[src/rtl/core/periodic_task_tick_scheduler_top_defines.svh]
// assertion macros for the periodic task tick scheduler
// no dependencies; included by the files that hold assertions
`ifndef PERIODIC_TASK_TICK_SCHEDULER_TOP_DEFINES_SVH
`define PERIODIC_TASK_TICK_SCHEDULER_TOP_DEFINES_SVH

`ifndef SYNTH

// property must hold at every clock edge out of reset
`define PTTS_ASSERT(lbl, clk, rstn, prop) \
    lbl: assert property (@(posedge clk) disable iff (!(rstn)) (prop)) \
        else $error("ptts assertion failed");

// expression must never be true out of reset
`define PTTS_NEVER(lbl, clk, rstn, expr) \
    lbl: assert property (@(posedge clk) disable iff (!(rstn)) !(expr)) \
        else $error("ptts forbidden condition seen");

`else

`define PTTS_ASSERT(lbl, clk, rstn, prop)
`define PTTS_NEVER(lbl, clk, rstn, expr)

`endif

`endif

[src/rtl/core/ptts_pkg.sv]
// shared types and constants for the periodic task tick scheduler
// no dependencies; used by ptts_cell and periodic_task_tick_scheduler_top
package ptts_pkg;

    // default number of task slots
    localparam int TASK_SLOTS_DEF = 8;

    // fixed field widths
    localparam int CMD_W    = 3;
    localparam int TIDX_W   = 3;
    localparam int PERIOD_W = 16;
    localparam int DELAY_W  = 32;

    // command codes
    typedef enum logic [CMD_W-1:0] {
        CMD_CREATE  = 3'd0,
        CMD_DELETE  = 3'd1,
        CMD_RESUME  = 3'd2,
        CMD_SUSPEND = 3'd3,
        CMD_TICK    = 3'd4
    } t_cmd;

    // slot status codes
    typedef enum logic [1:0] {
        ST_INACTIVE  = 2'd0,
        ST_RUNNING   = 2'd1,
        ST_SUSPENDED = 2'd2
    } t_status;

    // decoded slot command broadcast to the cell row
    typedef struct packed {
        logic do_create;
        logic do_delete;
        logic do_resume;
        logic do_suspend;
    } t_cell_cmd;

endpackage

[src/rtl/core/periodic_task_tick_scheduler_top.sv]
// slot commands are accepted whenever busy is low
// a tick walks a token down the row of slot cells, one slot per cycle, with busy
// high through the scan and a final flush step; results leave one per cycle as slots
// fire, one held back, and the last, marked o_last, is strobed once busy is low again
// results are strobed for one cycle and cannot be stalled
// synchronous active-low reset clears every slot to inactive, zero delay and period
`include "periodic_task_tick_scheduler_top_defines.svh"

module periodic_task_tick_scheduler_top #(
    parameter int TASK_SLOTS = ptts_pkg::TASK_SLOTS_DEF
) (
    input  logic                          i_clk,
    input  logic                          i_rst_n,
    input  logic                          start,
    output logic                          busy,
    input  logic [ptts_pkg::CMD_W-1:0]    i_command,
    input  logic [ptts_pkg::TIDX_W-1:0]   i_task_index,
    input  logic [ptts_pkg::PERIOD_W-1:0] i_period,
    input  logic [ptts_pkg::DELAY_W-1:0]  i_first_delay,
    output logic                          o_strobe,
    output logic [ptts_pkg::TIDX_W-1:0]   o_fired_index,
    output logic                          o_fired,
    output logic                          o_last
);

    localparam int IDX_W = (TASK_SLOTS > 1) ? $clog2(TASK_SLOTS) : 1;

    logic                         w_accept;
    logic                         w_tick;
    ptts_pkg::t_cell_cmd          w_cmd;
    logic [TASK_SLOTS-1:0]        w_sel;
    logic [TASK_SLOTS-1:0]        w_fire;
    logic [TASK_SLOTS-1:0]        w_tok;
    logic                         w_any_fire;

    logic                         r_scan;
    logic                         n_scan;
    logic                         r_flush;
    logic                         n_flush;
    logic [IDX_W-1:0]             r_idx;
    logic [IDX_W-1:0]             n_idx;
    logic                         r_pend_vld;
    logic                         n_pend_vld;
    logic [ptts_pkg::TIDX_W-1:0]  r_pend_idx;
    logic [ptts_pkg::TIDX_W-1:0]  n_pend_idx;
    logic                         r_out_vld;
    logic                         n_out_vld;
    logic [ptts_pkg::TIDX_W-1:0]  r_out_idx;
    logic [ptts_pkg::TIDX_W-1:0]  n_out_idx;
    logic                         r_out_fired;
    logic                         n_out_fired;
    logic                         r_out_last;
    logic                         n_out_last;

    assign busy     = r_scan || r_flush;
    assign w_accept = start && !busy;

    // command decode
    always_comb begin
        w_cmd  = '0;
        w_tick = 1'b0;
        unique case (ptts_pkg::t_cmd'(i_command))
            ptts_pkg::CMD_CREATE:  w_cmd.do_create  = w_accept;
            ptts_pkg::CMD_DELETE:  w_cmd.do_delete  = w_accept;
            ptts_pkg::CMD_RESUME:  w_cmd.do_resume  = w_accept;
            ptts_pkg::CMD_SUSPEND: w_cmd.do_suspend = w_accept;
            ptts_pkg::CMD_TICK:    w_tick           = w_accept;
            default:               w_tick           = 1'b0;
        endcase
    end

    // row of slot cells, token handed cell to cell
    for (genvar k = 0; k < TASK_SLOTS; k++) begin : g_cell
        assign w_sel[k] = w_accept && !w_tick && (32'(i_task_index) == k);

        ptts_cell u_cell (
            .i_clk    (i_clk),
            .i_rst_n  (i_rst_n),
            .i_sel    (w_sel[k]),
            .i_cmd    (w_cmd),
            .i_period (i_period),
            .i_delay  (i_first_delay),
            .i_tok    ((k == 0) ? w_tick : w_tok[(k == 0) ? 0 : k-1]),
            .o_tok    (w_tok[k]),
            .o_fire   (w_fire[k])
        );
    end

    assign w_any_fire = |w_fire;

    // scan control and result sequencing; one firing is held back so the
    // final one can carry the last mark
    always_comb begin
        n_scan      = r_scan;
        n_flush     = 1'b0;
        n_idx       = r_idx;
        n_pend_vld  = r_pend_vld;
        n_pend_idx  = r_pend_idx;
        n_out_vld   = 1'b0;
        n_out_idx   = r_out_idx;
        n_out_fired = r_out_fired;
        n_out_last  = r_out_last;
        if (w_tick) begin
            n_scan     = 1'b1;
            n_idx      = '0;
            n_pend_vld = 1'b0;
        end else if (r_scan) begin
            if (w_any_fire) begin
                if (r_pend_vld) begin
                    n_out_vld   = 1'b1;
                    n_out_idx   = r_pend_idx;
                    n_out_fired = 1'b1;
                    n_out_last  = 1'b0;
                end
                n_pend_vld = 1'b1;
                n_pend_idx = ptts_pkg::TIDX_W'(r_idx);
            end
            if (r_idx == IDX_W'(TASK_SLOTS - 1)) begin
                n_scan  = 1'b0;
                n_flush = 1'b1;
            end else begin
                n_idx = r_idx + IDX_W'(1);
            end
        end else if (r_flush) begin
            n_out_vld   = 1'b1;
            n_out_last  = 1'b1;
            n_out_fired = r_pend_vld;
            n_out_idx   = r_pend_vld ? r_pend_idx : '0;
            n_pend_vld  = 1'b0;
        end
    end

    // control and result registers
    always_ff @(posedge i_clk) begin
        if (!i_rst_n) begin
            r_scan     <= 1'b0;
            r_flush    <= 1'b0;
            r_idx      <= '0;
            r_pend_vld <= 1'b0;
            r_out_vld  <= 1'b0;
        end else begin
            r_scan     <= n_scan;
            r_flush    <= n_flush;
            r_idx      <= n_idx;
            r_pend_vld <= n_pend_vld;
            r_out_vld  <= n_out_vld;
        end
    end

    // result payload
    always_ff @(posedge i_clk) begin
        r_pend_idx  <= n_pend_idx;
        r_out_idx   <= n_out_idx;
        r_out_fired <= n_out_fired;
        r_out_last  <= n_out_last;
    end

    assign o_strobe      = r_out_vld;
    assign o_fired_index = r_out_idx;
    assign o_fired       = r_out_fired;
    assign o_last        = r_out_last;

    // checks
    `PTTS_NEVER(a_scan_and_flush, i_clk, i_rst_n, r_scan && r_flush)
    `PTTS_ASSERT(a_one_fire, i_clk, i_rst_n, $onehot0(w_fire))
    `PTTS_ASSERT(a_flush_single, i_clk, i_rst_n, r_flush |=> !r_flush)
    `PTTS_ASSERT(a_last_frees, i_clk, i_rst_n, (o_strobe && o_last) |-> !busy)
    `PTTS_ASSERT(a_beat_source, i_clk, i_rst_n,
                 o_strobe |-> $past(r_flush || (r_scan && w_any_fire)))

endmodule

[src/rtl/core/ptts_cell.sv]
// one task slot of the scheduler row: delay, period, status and tick token
// depends on ptts_pkg
module ptts_cell (
    input  logic                          i_clk,
    input  logic                          i_rst_n,
    input  logic                          i_sel,
    input  ptts_pkg::t_cell_cmd           i_cmd,
    input  logic [ptts_pkg::PERIOD_W-1:0] i_period,
    input  logic [ptts_pkg::DELAY_W-1:0]  i_delay,
    input  logic                          i_tok,
    output logic                          o_tok,
    output logic                          o_fire
);

    logic [ptts_pkg::DELAY_W-1:0]  r_delay;
    logic [ptts_pkg::DELAY_W-1:0]  n_delay;
    logic [ptts_pkg::PERIOD_W-1:0] r_period;
    logic [ptts_pkg::PERIOD_W-1:0] n_period;
    ptts_pkg::t_status             r_status;
    ptts_pkg::t_status             n_status;
    logic                          r_tok;
    logic                          w_running;

    assign w_running = (r_status == ptts_pkg::ST_RUNNING);

    // slot fires when the tick token is here and the countdown is spent
    assign o_fire = r_tok && w_running && (r_delay == '0);
    assign o_tok  = r_tok;

    // slot commands, else countdown while the token visits
    always_comb begin
        n_delay  = r_delay;
        n_period = r_period;
        n_status = r_status;
        if (i_sel) begin
            if (i_cmd.do_create) begin
                n_delay  = i_delay;
                n_period = i_period;
                n_status = ptts_pkg::ST_RUNNING;
            end else if (i_cmd.do_delete) begin
                n_status = ptts_pkg::ST_INACTIVE;
            end else if (i_cmd.do_resume && (r_status != ptts_pkg::ST_INACTIVE)) begin
                n_status = ptts_pkg::ST_RUNNING;
            end else if (i_cmd.do_suspend && (r_status != ptts_pkg::ST_INACTIVE)) begin
                n_status = ptts_pkg::ST_SUSPENDED;
            end
        end else if (r_tok && w_running) begin
            if (r_delay == '0) begin
                // reload wraps to all ones for a zero period
                n_delay = ptts_pkg::DELAY_W'(r_period) - ptts_pkg::DELAY_W'(1);
            end else begin
                n_delay = r_delay - ptts_pkg::DELAY_W'(1);
            end
        end
    end

    // slot state and token stage
    always_ff @(posedge i_clk) begin
        if (!i_rst_n) begin
            r_delay  <= '0;
            r_period <= '0;
            r_status <= ptts_pkg::ST_INACTIVE;
            r_tok    <= 1'b0;
        end else begin
            r_delay  <= n_delay;
            r_period <= n_period;
            r_status <= n_status;
            r_tok    <= i_tok;
        end
    end

endmodule
[config.mk]
export PLATFORM = sky130hd
export DESIGN_NAME = periodic_task_tick_scheduler_top
export DESIGN_NICKNAME = d
export VERILOG_FILES = /design/src/rtl/core/ptts_pkg.sv /design/src/rtl/core/periodic_task_tick_scheduler_top.sv /design/src/rtl/core/ptts_cell.sv
export VERILOG_INCLUDE_DIRS = /design/src /design/src/rtl/core
export SDC_FILE = /design/constraint.sdc
export NUM_CORES = 1
export LEC_CHECK = 0
export BUFFER_PORTS_ARGS = -buffer_cell sky130_fd_sc_hd__buf_2
export CAP_MARGIN = 30
export CORE_MARGIN = 2
export CORE_UTILIZATION = 40
export CTS_BUF_LIST = sky130_fd_sc_hd__clkbuf_2 sky130_fd_sc_hd__clkbuf_4 sky130_fd_sc_hd__clkbuf_8
export DETAILED_ROUTE_END_ITERATION = 6
export SYNTH_ARGS = -nofsm -noshare
export SYNTH_HDL_FRONTEND = slang
export SYNTH_SLANG_ARGS = --single-unit
[constraint.sdc]
create_clock -name i_clk -period 5.8 [get_ports i_clk]
set_input_delay 1.16 -clock i_clk [delete_from_list [all_inputs] [get_ports i_clk]]
set_output_delay 1.16 -clock i_clk [all_outputs]
set_load 0.02 [all_outputs]
# Word-level counts from Yosys, hierarchy flattened

Cells that the tools add are included.

Add/sub/neg operators: 17
Equal/unequal tests: 30
Mux-type cells: 86
Bitwise gates (word level): 4
Reduce and logical (&&, ||, !) cells: 111

Operators with widths:

| kind                                                | number |
|---|---|
| two-way mux 32 bit                                  | 25 |
| zero test 32 bit                                    | 8 |
| subtractor 32 x 1 -> 32 bit, second input constant  | 8 |
| subtractor 16 x 1 -> 17 bit, second input constant  | 8 |
| two-way mux 2 bit                                   | 32 |
| AND reduction 2 bit                                 | 26 |
| logical AND 1 bit                                   | 42 |
| nonzero test 2 bit                                  | 17 |
| nonzero test 4 bit                                  | 8 |
| two-way mux 1 bit                                   | 24 |
| equality test 3 bit, second input constant          | 6 |
| != test 2 bit, second input constant                | 9 |
| equality test 2 x 1 -> 1 bit, second input constant | 8 |
| two-way mux 3 bit                                   | 5 |
| equality test 3 x 2 -> 1 bit, second input constant | 4 |
| OR reduction 8 bit                                  | 1 |
| equality test 3 x 1 -> 1 bit, second input constant | 2 |
| zero test 3 bit                                     | 2 |
| NOT 1 bit                                           | 4 |
| AND reduction 4 bit                                 | 1 |
| adder 3 x 1 -> 3 bit, second input constant         | 1 |
| AND reduction 3 bit                                 | 1 |
| OR reduction 3 bit                                  | 1 |
| zero test 1 bit                                     | 2 |
| 3 further kinds                                     | 3 |

Register bits after elaboration: 423
Output and inout port bits: 7

# Logic depth before layout (Yosys ltp)

Depth after elaboration: 9
Mapped depth: 10
Mapped depth without buffers: 8

# Modules after synthesis

Synthesis repeated with hierarchy kept, for this count alone.

Cell total of the unflattened synthesis: 3616
Area, all modules: 27343.7 um2

Modules (own cells, without submodules):

| module                            | instances | cells each | area each (um2) | seq. area each (um2) |
|---|---|---|---|---|
| ptts_cell at g_cell[0].u_cell ... | 4         | 440        | 3279.4          | 1021.0 |
| ptts_cell at g_cell[4].u_cell ... | 3         | 443        | 3330.7          | 1021.0 |
| ptts_cell at g_cell[7].u_cell     | 1         | 461        | 3534.6          | 1021.0 |
| periodic_task_tick_scheduler_top  | 1         | 66         | 699.4           | 380.4 |

# Worst setup path before layout

OpenSTA, ideal clock, no wires.

Kind: input-to-reg
From: input port i_command[1] (netlist name)
To: register g_cell[3].u_cell.r_delay[26] (netlist name)
Library setup time: 0.095 ns
Arrival time: 3.557 ns
Required time: 5.705 ns
Path slack: 2.147 ns
Cell stages on the path: 9
Path through: clkbuf_1 nor3b_1 clkbuf_1 nor4_1 clkbuf_1 mux2i_1 clkbuf_1 nand2_1 a221oi_1

Cells in the longest elaborated chain, start to end: 7
Elaborated cells on any way between the ends: 11
Classes of those cells: eq/ne (2); mux (3); reduce/logical (6)

Ends and longest elaborated chain:

| what                                                                 | line                                   | text |
|---|---|---|
| start: declaration                                                   | periodic_task_tick_scheduler_top.sv:16 | `input logic [ptts_pkg::CMD_W-1:0] i_command,` |
| equality test 3 bit                                                  | periodic_task_tick_scheduler_top.sv:62 | `unique case (ptts_pkg::t_cmd'(i_command))` |
| two-way mux 1 bit                                                    | periodic_task_tick_scheduler_top.sv:62 |  |
| zero test 1 bit                                                      | periodic_task_tick_scheduler_top.sv:74 | `assign w_sel[k] = w_accept && !w_tick && (32'(i_task_index) == k);` |
| logical AND 1 bit (2 in series)                                      | periodic_task_tick_scheduler_top.sv:74 |  |
| != test 2 bit (no source line) or nonzero test 2 bit (tied branches) | --                                     |  |
| AND reduction 2 bit (no source line)                                 | --                                     |  |
| end signal: assignment                                               | ptts_cell.sv:65                        | `r_delay <= n_delay;` |
| end: declaration                                                     | ptts_cell.sv:15                        | `logic [ptts_pkg::DELAY_W-1:0] r_delay;` |

Several ways; a longest one is shown, not always the timed one.
A chain may end at the register's enable or synchronous reset.

# Worst setup path in the final report

From: input port i_command[1] (netlist name)
To: register g_cell[5].u_cell.r_delay[22] (netlist name)

Cells in the longest elaborated chain, start to end: 7
Elaborated cells on any way between the ends: 11
Classes of those cells: eq/ne (2); mux (3); reduce/logical (6)

Ends and longest elaborated chain:

| what                                                                 | line |
|---|---|
| equality test 3 bit                                                  | periodic_task_tick_scheduler_top.sv:62 |
| two-way mux 1 bit                                                    | periodic_task_tick_scheduler_top.sv:62 |
| zero test 1 bit                                                      | periodic_task_tick_scheduler_top.sv:74 |
| logical AND 1 bit (2 in series)                                      | periodic_task_tick_scheduler_top.sv:74 |
| != test 2 bit (no source line) or nonzero test 2 bit (tied branches) | -- |
| AND reduction 2 bit (no source line)                                 | -- |
| end signal: assignment                                               | ptts_cell.sv:65 |
| end: declaration                                                     | ptts_cell.sv:15 |

Several ways; a longest one is shown, not always the timed one.

==> flow_summary.yaml <==
status:
  status: "finished, final reports clean"
job:
  cap_violations: 0
clock_network:
  insertion_delay_ps: 700
  cts-root-to-sink-buffers: 3
  post_cts_buffers: 0
  cts_hold_buffers: 0
  cts_num_sinks: 423
  cts_tree: "built"
  clockRootBuffer: "clkbuf_8"
  cts_max_level: 3
  cts_resized: 0
  numCtsBuffers: 80
  clk_pin_slew_worst_paths_ps: 60
yosys:
  synth_xor_area_frac: 0.0770
  muxShareOfSynthArea: 0.0109
  ys_seq_area_frac: 0.327
  synth_area_sq_mm: 0.0262
  synth_compound_area_frac: 0.247
  yosysTopAreaCellShare: 0.318
  synth-simple-area-share: 0.275
  yosysTopAreaCell: "dfxtp_1"
  ys_seq_elements: 423
  synth_edf_count: 8
  synth_fa_ha_area_frac: 0.0124
  synth_cells: 3560
  synth_top_family_by_area: "simple AND/OR/NAND/NOR gates"
  synthArstFlopShare: 0
  synth_area_leaders: "dfxtp_1 (32%), nand2_1 (8.1%), a21oi_1 (7.4%)"
  synthFlopType: "dfxtp_1"
  ys_types: 82
  ys_warn_count: 0
  syn_nets: 3643
  syn_avg_cell_area_sq_um: 7.35
setup_path:
  ff2ff_setup_slack_ps: 1930
  cp-startpoint: "i_command[1]"
  r2r-start: "g_cell[3].u_cell.r_delay[12]$_SDFFE_PN0P_"
  worstPathArrival_ps: 4460
  crit_required_ps: 6390
  crit_path_end: "g_cell[5].u_cell.r_delay[22]$_SDFFE_PN0P_"
  start_kind: "input pin"
  r2r_cells: 6
  endpoint_kind: "flip-flop"
  timing.rr.end: "g_cell[3].u_cell.r_delay[27]$_SDFFE_PN0P_"
  worstSetupPathType: "input pin to flip-flop"
  worstPathMaxFanout: 21
placement:
  place_area_sq_mm: 0.0271
  place_congestion: 0.878
  hpwl_um: 63100
  port_buffers: 63
  pre_cts_ws_ps: 1310
floorplan:
  die_w_um: 260
  dieArea_sq_mm: 0.0674
  ios: 64
  initial_core_util: 0.405
  core-area_sq_mm: 0.0646
  die_h_um: 260
  num_rows: 93
sta:
  hold_viol_final: 0
  rsz0062_at_grt: "no"
  final-setup-viol-count: 0
  tns_ps: 0
  maxSlewViolCount: 0
  timing.fmax_ghz: 0.258
  maxSlewHeadroom: 0.273
  min_period_ps: 3880
  fin_skew_ps: 46.4
  fin_ws_ps: 1920
  finalCritPeriodShare: 0.669
  worst_slew_pin_slew_ps: 1070
cells_and_area:
  syn2layout_area_growth_pct: 9.90
  stdcell_area_sq_mm: 0.0287
  postLayoutCoreUtil: 0.445
  num-fill-cells: 6654
  nets: 3575
  drive_gt1_frac: 0.0914
power_and_ir_drop:
  combPwrFrac: 0.120
  pwr-share-clk: 0.450
  ir_worst_vdd_mv: 0.230
  power.density_mw_per_mm2: 237
  cellLeakagePower_nw: 10.9
  switching_power_w: 0.00200
  p_int_w: 0.00483
  netSwitchingFraction: 0.292
  seq_power_share: 0.431
route:
  drcViolationCount: 0
  ant_nets: 0
  num_vias: 27349
  via_per_inst: 6.21
  drt-wirelength-per-cell_um: 22.7
  totalWireLength_um: 100000
  first_iter_violations: 2870
  drt_pass1_iterations: 5
global_route:
  grt_antenna_before_repair: 19
  grt_pass1_wl_um: 152000
  grt-ovfl-total: 0
  grt_max_degree: 128
  grt_usage: 0.291
  grt_pass1_vias: 25038
worst_hold_path:
  holdPathStages: 2
  hold_class: "flip-flop to flip-flop"
-- flip-flops by register name (all words and copies together), names as in the netlist --
register	flops
r_idx	3
o_strobe	1
g_cell.u_cell.r_status	16
g_cell.u_cell.r_period	128
o_fired	1
r_pend_vld	1
o_last	1
o_fired_index	3
g_cell.u_cell.o_tok	8
g_cell.u_cell.r_delay	256
r_pend_idx	3
r_flush	1
r_scan	1
-- synthesized netlist by cell type, types with 21 or more instances --
cell type,number
a211oi_1,25
a21oi_1,387
a221oi_1,52
a31oi_1,63
clkbuf_1,233
dfxtp_1,415
ha_1,26
inv_1,57
mux2i_1,24
nand2_1,564
nand2b_1,21
nand3_1,91
nand4_1,39
nor2_1,199
nor3_1,151
nor4_1,121
o211ai_1,105
o21ai_0,273
o31ai_1,21
or3_1,56
or4_1,76
xnor2_1,108
xor2_1,122
-- power by group through the flow --
stage / logic (W) / clock network (W) / registers (W)
final: 0.000818 / 0.00307 / 0.00294
after floorplan: 0.000507 / 0 / 0.00300
after CTS: 0.000797 / 0.00310 / 0.00294
after global placement: 0.000792 / 0 / 0.00300
after detailed placement: 0.000793 / 0 / 0.00300
after global routing: 0.000867 / 0.00323 / 0.00294
-- through the flow --
stage                     hold WS, ps  total power [W]  std cells
after global placement            436          0.00379       4259
after floorplan                   421          0.00350       3560
after global routing              478          0.00704       4404
after CTS                         458          0.00684       4400
after detailed placement          441          0.00379       4265
final                             459          0.00682       4407
-- worst min path at each step --
stage	to	slack [ps]	startpoint
final	g_cell[1].u_cell.r_delay[31]$_SDFFE_PN0P_	460	g_cell[1].u_cell.r_delay[31]$_SDFFE_PN0P_
after detailed placement	g_cell[5].u_cell.o_tok$_SDFF_PN0_	440	g_cell[4].u_cell.o_tok$_SDFF_PN0_
after global placement	g_cell[5].u_cell.o_tok$_SDFF_PN0_	440	g_cell[4].u_cell.o_tok$_SDFF_PN0_
after CTS	g_cell[0].u_cell.r_delay[21]$_SDFFE_PN0P_	460	g_cell[0].u_cell.r_delay[21]$_SDFFE_PN0P_
after floorplan	g_cell[4].u_cell.o_tok$_SDFF_PN0_	420	g_cell[3].u_cell.o_tok$_SDFF_PN0_
after global routing	g_cell[7].u_cell.r_period[6]$_SDFFE_PN0P_	480	g_cell[7].u_cell.r_period[6]$_SDFFE_PN0P_
-- worst max-delay path: stages --
cell and delay, ps:
buf_2 220, nor2_1 190, and2_0 880, nand2_1 670, nand2_1 810, o21ai_0 200
a221oi_1 320
-- area by class of cell --
| class | instances | area, sq um | share of cell area |
|---|---|---|---|
| multi-input combinational | 2801 | 16400 | 0.571 |
| sequential | 423 | 8550 | 0.297 |
| clock buffer | 121 | 1500 | 0.0523 |
| tap | 855 | 1070 | 0.0372 |
| timing repair buffer | 128 | 855 | 0.0297 |
| inverter | 58 | 225 | 0.00784 |
| clock inverter | 14 | 115 | 0.00400 |
| antenna | 7 | 17.5 | 0.000609 |
-- cell families after synthesis --
group                    count (synthesis)
multiplexers                            28
XOR/XNOR                               230
AND/OR/NAND/NOR                       1457
adder cells (fa/ha/maj)                 26
buffers and inverters                  336
flip-flops                             423
AO/OA/AOI/OAI                         1060
-- layer usage --
metal / global-route usage / wire, um / vias to the layer above
met3: 0.0556 / 10300 / 225
li1: - / - / 12938
met1: 0.407 / 43600 / 12974
met2: 0.436 / 41900 / 1206
met4: 0.120 / 4270 / 6
met5: 0 / 36 / -
-- cells in the final DEF, fill, tap and decap left out, drive strengths merged, types with 13 or more instances in the layout --
master,Yosys,layout
nand2,564,564
dfxtp,415,415
a21oi,387,387
o21ai,289,289
nor2,200,200
nor3,152,152
buf,30,128
nor4,125,125
xor2,122,122
clkbuf,248,121
xnor2,108,108
o211ai,105,105
nand3,91,91
or4,77,77
a31oi,63,63
inv,57,60
or3,56,56
a221oi,52,52
nand4,39,39
ha,26,26
a211oi,25,25
mux2i,24,24
o31ai,21,21
nand2b,21,21
a311oi,19,19
and2,18,18
o41ai,17,17
and3,15,15
o21a,15,15
or2,14,14
nand3b,14,14
o221ai,14,14
nor4b,14,14
nor3b,13,13
No activity file was read; power rests on OpenSTA's default activity.
